===== src/nrbt_pkg.sv =====
// Shared types and constants for the NACK receive bitmap tracker.
`default_nettype none
package nrbt_pkg;

  localparam int unsigned SEQ_W  = 16;
  localparam int unsigned CNT_W  = 17;
  localparam int unsigned WORD_W = 32;
  localparam int unsigned OFF_W  = 5;

  localparam logic FUNC_ARRIVE = 1'b0;
  localparam logic FUNC_POLL   = 1'b1;

  typedef enum logic [2:0] {
    ST_CLEAR,
    ST_IDLE,
    ST_ARR_RD,
    ST_ARR_CHK,
    ST_SCAN_RD,
    ST_SCAN_CHK,
    ST_DONE
  } state_e;

  typedef struct packed {
    logic clr_step;
    logic take;
    logic rd_en;
    logic rd_scan;
    logic arr_commit;
    logic scan_eval;
  } ctrl_t;

  typedef struct packed {
    logic clr_last;
    logic complete;
    logic scan_found;
    logic scan_end;
  } stat_t;

endpackage
`default_nettype wire


===== src/nrbt_ctrl.sv =====
// Controller state machine: clearing pass, arrival update and pointer scan sequencing.
`default_nettype none
module nrbt_ctrl
  import nrbt_pkg::*;
(
  input  wire logic  clk_i,
  input  wire logic  rst_ni,
  input  wire logic  start,
  input  wire logic  func_i,
  output logic       busy,
  output logic       done_o,
  output ctrl_t      ctrl_o,
  input  wire stat_t stat_i
);

  state_e state_q, state_d;

  always_ff @(posedge clk_i or negedge rst_ni) begin
    if (!rst_ni) begin
      state_q <= ST_CLEAR;
    end else begin
      state_q <= state_d;
    end
  end

  always_comb begin
    state_d = state_q;
    ctrl_o  = '0;
    busy    = 1'b1;
    done_o  = 1'b0;
    unique case (state_q)
      ST_CLEAR: begin
        ctrl_o.clr_step = 1'b1;
        if (stat_i.clr_last) begin
          state_d = ST_IDLE;
        end
      end
      ST_IDLE: begin
        busy = 1'b0;
        if (start) begin
          ctrl_o.take = 1'b1;
          if (func_i == FUNC_POLL) begin
            state_d = stat_i.complete ? ST_DONE : ST_SCAN_RD;
          end else begin
            state_d = ST_ARR_RD;
          end
        end
      end
      ST_ARR_RD: begin
        ctrl_o.rd_en = 1'b1;
        state_d      = ST_ARR_CHK;
      end
      ST_ARR_CHK: begin
        ctrl_o.arr_commit = 1'b1;
        state_d           = ST_DONE;
      end
      ST_SCAN_RD: begin
        ctrl_o.rd_en   = 1'b1;
        ctrl_o.rd_scan = 1'b1;
        state_d        = ST_SCAN_CHK;
      end
      ST_SCAN_CHK: begin
        ctrl_o.scan_eval = 1'b1;
        if (stat_i.scan_found || stat_i.scan_end) begin
          state_d = ST_DONE;
        end else begin
          state_d = ST_SCAN_RD;
        end
      end
      ST_DONE: begin
        done_o  = 1'b1;
        state_d = ST_IDLE;
      end
      default: begin
        state_d = ST_IDLE;
      end
    endcase
  end

endmodule
`default_nettype wire


===== config.mk =====
export PLATFORM = sky130hd
export DESIGN_NAME = nrbt_ctrl
export DESIGN_NICKNAME = d
export VERILOG_FILES = /design/src/nrbt_pkg.sv /design/src/nrbt_ctrl.sv
export SDC_FILE = /design/constraint.sdc
export NUM_CORES = 1
export LEC_CHECK = 0
export BUFFER_PORTS_ARGS = -buffer_cell sky130_fd_sc_hd__clkbuf_2
export CORE_AREA = 4 4 41 43
export CTS_BUF_LIST = sky130_fd_sc_hd__clkbuf_4 sky130_fd_sc_hd__clkbuf_8 sky130_fd_sc_hd__clkbuf_16
export DETAILED_ROUTE_END_ITERATION = 10
export DIE_AREA = 0 0 45 47
export SYNTH_ARGS = -nofsm -noshare
export SYNTH_HDL_FRONTEND = slang
export SYNTH_SLANG_ARGS = --single-unit

===== constraint.sdc =====
create_clock -name clk_i -period 1.7 [get_ports clk_i]
set_clock_uncertainty 0.2 [all_clocks]
set_input_delay 0.17 -clock clk_i [delete_from_list [all_inputs] [get_ports clk_i]]
set_output_delay 0.17 -clock clk_i [all_outputs]
set_load 0.02 [all_outputs]

======== After elaboration in Yosys (flattened, before gate mapping) ========
Index checks and enable logic that the tools add are counted.
word-level totals
  register bits ........................... 3
  logic and storage cells ................. 28
  input bits .............................. 8
cells by class
  eq/ne operators ......................... 8
  multiplexer cells ....................... 15
  reduce and logical (&&, ||, !) cells .... 4
operators by type and width
  cell                                                                   count
  3-bit case mux with 6 select lines                                     1
  3-bit equality test, second input constant                             3
  1-bit 2-to-1 mux                                                       9
  3-bit 2-to-1 mux                                                       3
  3-bit by 2-bit equality test with 1-bit output, second input constant  2
  2-bit 2-to-1 mux                                                       2
  2-bit inequality test, second input constant                           2
  3-bit by 1-bit equality test with 1-bit output, second input constant  1
  3-bit logical NOT                                                      1
  2-bit AND reduction                                                    1
  2-bit OR reduction                                                     1
  1-bit logical OR                                                       1

======== Depth between registers and ports, before layout ========
  depth after elaboration ................. 4
  mapped depth ............................ 4
  mapped depth without buffers ............ 3

======== Worst setup path before layout ========
No wires, ideal clock.
  kind .................................... reg-to-output
  start ................................... reg state_q[1]
  end ..................................... out ctrl_o[4] (netlist bit)
  path buffers ............................ 1
  arrival ................................. 1.250 ns
  cell stages (with the launch flop) ...... 5
  setup slack ............................. 0.080 ns
  cell sequence ........................... dfrtp_1 -> buf_2 -> nand2b_1 -> nand2b_1 -> nor2_1
RTL lines
  element                 RTL line         source
  from (decl)             nrbt_ctrl.sv:16  state_e state_q, state_d;
  from (signal assigned)  nrbt_ctrl.sv:22  state_q <= state_d;
  to (decl)               nrbt_ctrl.sv:12  output ctrl_t ctrl_o,

==> summary.txt <==
Run status
  • Status: finished clean

Place
  • Placed cell area: 309.0 sq um
  • Post-DP HPWL: between 400 and 500 um
  • Port Buf Inserts: 15
  • Placed cells: 56
  • Final GP Congestion: between 0.7 and 0.8

Detailed routing
  • Vias: 252
  • Routed Antenna Nets: 0
  • DR iter-0 viols: 2
  • Routed len/inst: 9.581 um
  • Vias/cell: 4.065
  • DRC viols: 0
  • Final wirelength: 594 um
  • DR pass1 iterations: 3

Power and ir drop
  • P_int: approximately 400 uW
  • Switching Power: 339.5 uW
  • IR drop worst, VDD: 589.2 uV
  • Total power: 736.8 uW
  • Sequential share of power: 22.7%
  • Leak: 0.1772 nW
  • PwrDens: 2031 nW/um^2
  • Power share of the combinational group: slightly below 60%
  • Net Sw Frac: between 40 and 50%
  • Clock share of power: 19.0%

Floorplanning
  • Core ar.: 1301 sq um
  • Die area: 2115 sq um
  • Initial Util: 16.73%
  • Cell Rows: 13
  • Ports: 16
  • Die height: 47 um
  • Die W: 45 um

STA
  • Max-slew violation count: 0
  • RSZ-0062 raised after global routing: false
  • Maximum clock frequency: 637.0 MHz
  • Worst-Margin Slew: 0.2949 ns
  • Fin crit period: 1.570 ns
  • Relative slew slack: 80.16%
  • Hold Vio Cnt, Final: 0
  • Final setup TNS: 0 ns
  • Setup violators final: 0
  • Tcrit/Tclk final: 92.34%

Global routing
  • First-pass GRT wire length: a little under 1 mm
  • Vias in the first global route: around 260
  • Total GRT Usage: 6.730%
  • Pin count of the biggest net entering global routing: 10
  • Global route overflow: 0
  • Initial antenna violation count: 0

Synthesis
  • Simple-gate share of the synthesized area: 36.21%
  • Synth Warn #: 0
  • Synth Net Count: 35
  • Yosys top cell by area: dfrtp_1
  • Syn Inst Count: 27
  • Ranking of synthesized cells by area: dfrtp_1 34%, nand2b_1 8.6%, a21oi_1 6.9%
  • Dominant combinational cell family by area after synthesis: simple AND/OR/NAND/NOR gates
  • Xor/xnor share of the synthesized area: 4.023%
  • Mux cell area share after synthesis: 0%
  • Sequential fraction of the synthesis area: 34.48%
  • Syn Std Cell Area: between 200 and 250 sq um
  • Yosys reg bits: 3
  • Synth Area in Compound Gates: 17.24%
  • Fraction of the mapped netlist area in adder cells: 0%
  • Mean Syn Cell Area: 8.063 sq um
  • Post-synth cell types: 17
  • Synth top area share: about a third

Hold path
  • Hold path start: stat_i[1]
  • Hold depth: 3
  • Hold-critical path endpoint: state_q[1]
  • Worst Hold Class: in2reg

Finish
  • Largest register by flop count: state_q
  • Max FFs per register: 3
  • Fraction of layout cells with a size suffix above 1: 51.06%
  • Top Registers: state_q (3)
  • ANT cells: 0
  • Seq. cell area: 76.32 sq um
  • Cell area after layout: 362.8 sq um
  • Multi-input logic area: 125.1 sq um
  • Area delta synth->final: 66.67%
  • Nets@finish: 56
  • Fill cells: about 160
  • Fin cells: 62

CTS
  • CTS max path bufs: 2
  • Clk sinks: 3
  • Clock Tree Root: clkbuf_4
  • CTS buffer count: 3
  • Clk slew on worst S/H paths: 0.04 ns
  • Worst-skew pair later-pin latency: 0.23 ns
  • CTS tree: built
  • Htree depth: 1

Setup path
  • Worst-path maximum fanout: 9
  • Depth of the most critical reg-to-reg path: 3
  • Worst setup SP type: flop
  • FF-to-FF setup slack: ~0.46 ns
  • RR Startpoint: state_q[1]
  • R2R Path End: state_q[0]
  • Endpoint class of the critical path: output port
  • WP data arrival: between 1 and 1.5 ns
  • Crit Path Category: reg2out
  • Worst EP required: around 1.3 ns

Run
  • Max-cap violation count: 0
-- worst max-delay path, stage by stage (launching register included) --
cell	delay (ns)
dfrtp_2	0.43
nand2b_1	0.13
nand2b_1	0.18
nor2_1	0.09
buf_4	0.14
-- metal layers --
metal / track usage, % / routed length, um / vias up
met2: 7.910 / 252 / 12
met1: 8.467 / 283 / 105
met5: 0 / 0 / -
met4: 8.772 / 0 / 0
met3: 1.916 / 58 / 0
li1: - / - / 135
-- cells in the final DEF (no fill, tap or decap), drive strengths merged --
cell type     n
o22ai         1
nor2          3
inv           2
and3          1
a21oi         3
nand2         1
nor3          3
dlygate4sd3   2
o21bai        1
nor3b         1
dfrtp         3
nor4          1
xnor2         1
buf           2
clkbuf       18
a311oi        1
nand2b        3
-- synth_stat cells, drive strengths merged --
master  count
inv         2
dfrtp       3
o21bai      1
buf         2
a311oi      1
and3        1
o22ai       1
nor3b       1
nand2       1
nor2        3
nor4        1
xnor2       1
nor3        3
nand2b      3
a21oi       3
-- power groups by stage --
stage	clock network, mW	registers, mW	logic [mW]
2_1_floorplan	0	0.130	0.343
3_3_place_gp	0	0.165	0.425
3_5_place_dp	0	0.165	0.427
4_1_cts	0.147	0.165	0.432
5_1_grt	0.157	0.175	0.479
6_report	0.140	0.167	0.429
-- logic make-up (layout without fill, tap and decap cells) --
| kind of cell | Yosys count | after routing |
|---|---|---|
| compound gates | 6 | 6 |
| xor+xnor | 1 | 1 |
| buf+inv | 4 | 24 |
| flops | 3 | 3 |
| simple gates | 13 | 13 |
-- area by class of cell --
| cell class | count | share of cell area (%) |
|---|---|---|
| repair buffers | 18 | 28.97 |
| clock buffers | 4 | 8.276 |
| well taps | 15 | 5.172 |
| flip-flops and latches | 3 | 21.03 |
| inverters | 2 | 2.069 |
| multi-input cells | 20 | 34.48 |
-- through the flow --
step	hold slack [ns]	utilization (%)	setup slack (ns)
3_5_place_dp	-0.2322	23.75	0.2829
3_3_place_gp	-0.2307	23.75	0.3167
5_1_grt	0.05702	27.88	0.01090
4_1_cts	0.04516	27.60	0.02184
2_1_floorplan	-0.3256	-	0.08040
6_report	0.04733	27.88	0.1302
-- worst max path at each step --
stage | start | to | slack (ns) | depth (start not counted)
after global routing | state_q[1] | ctrl_o[4] | 0.01 | 4
after CTS | state_q[0] | ctrl_o[4] | 0.02 | 4
after floorplan | state_q[1] | ctrl_o[4] | 0.08 | 4
after global placement | state_q[0] | ctrl_o[4] | 0.32 | 4
final | state_q[0] | ctrl_o[4] | 0.13 | 4
after detailed placement | state_q[0] | ctrl_o[4] | 0.28 | 4
-- what timing repair did --
action / 4_1_cts / 5_1_grt
hold endpoints to repair: 4 / 0
buffers inserted: 0 / 0
resized for setup: 0 / 3
endpoints found under the setup margin: 0 / 1
hold buffers: 2 / 0
No activity file was read; power rests on OpenSTA's default activity.
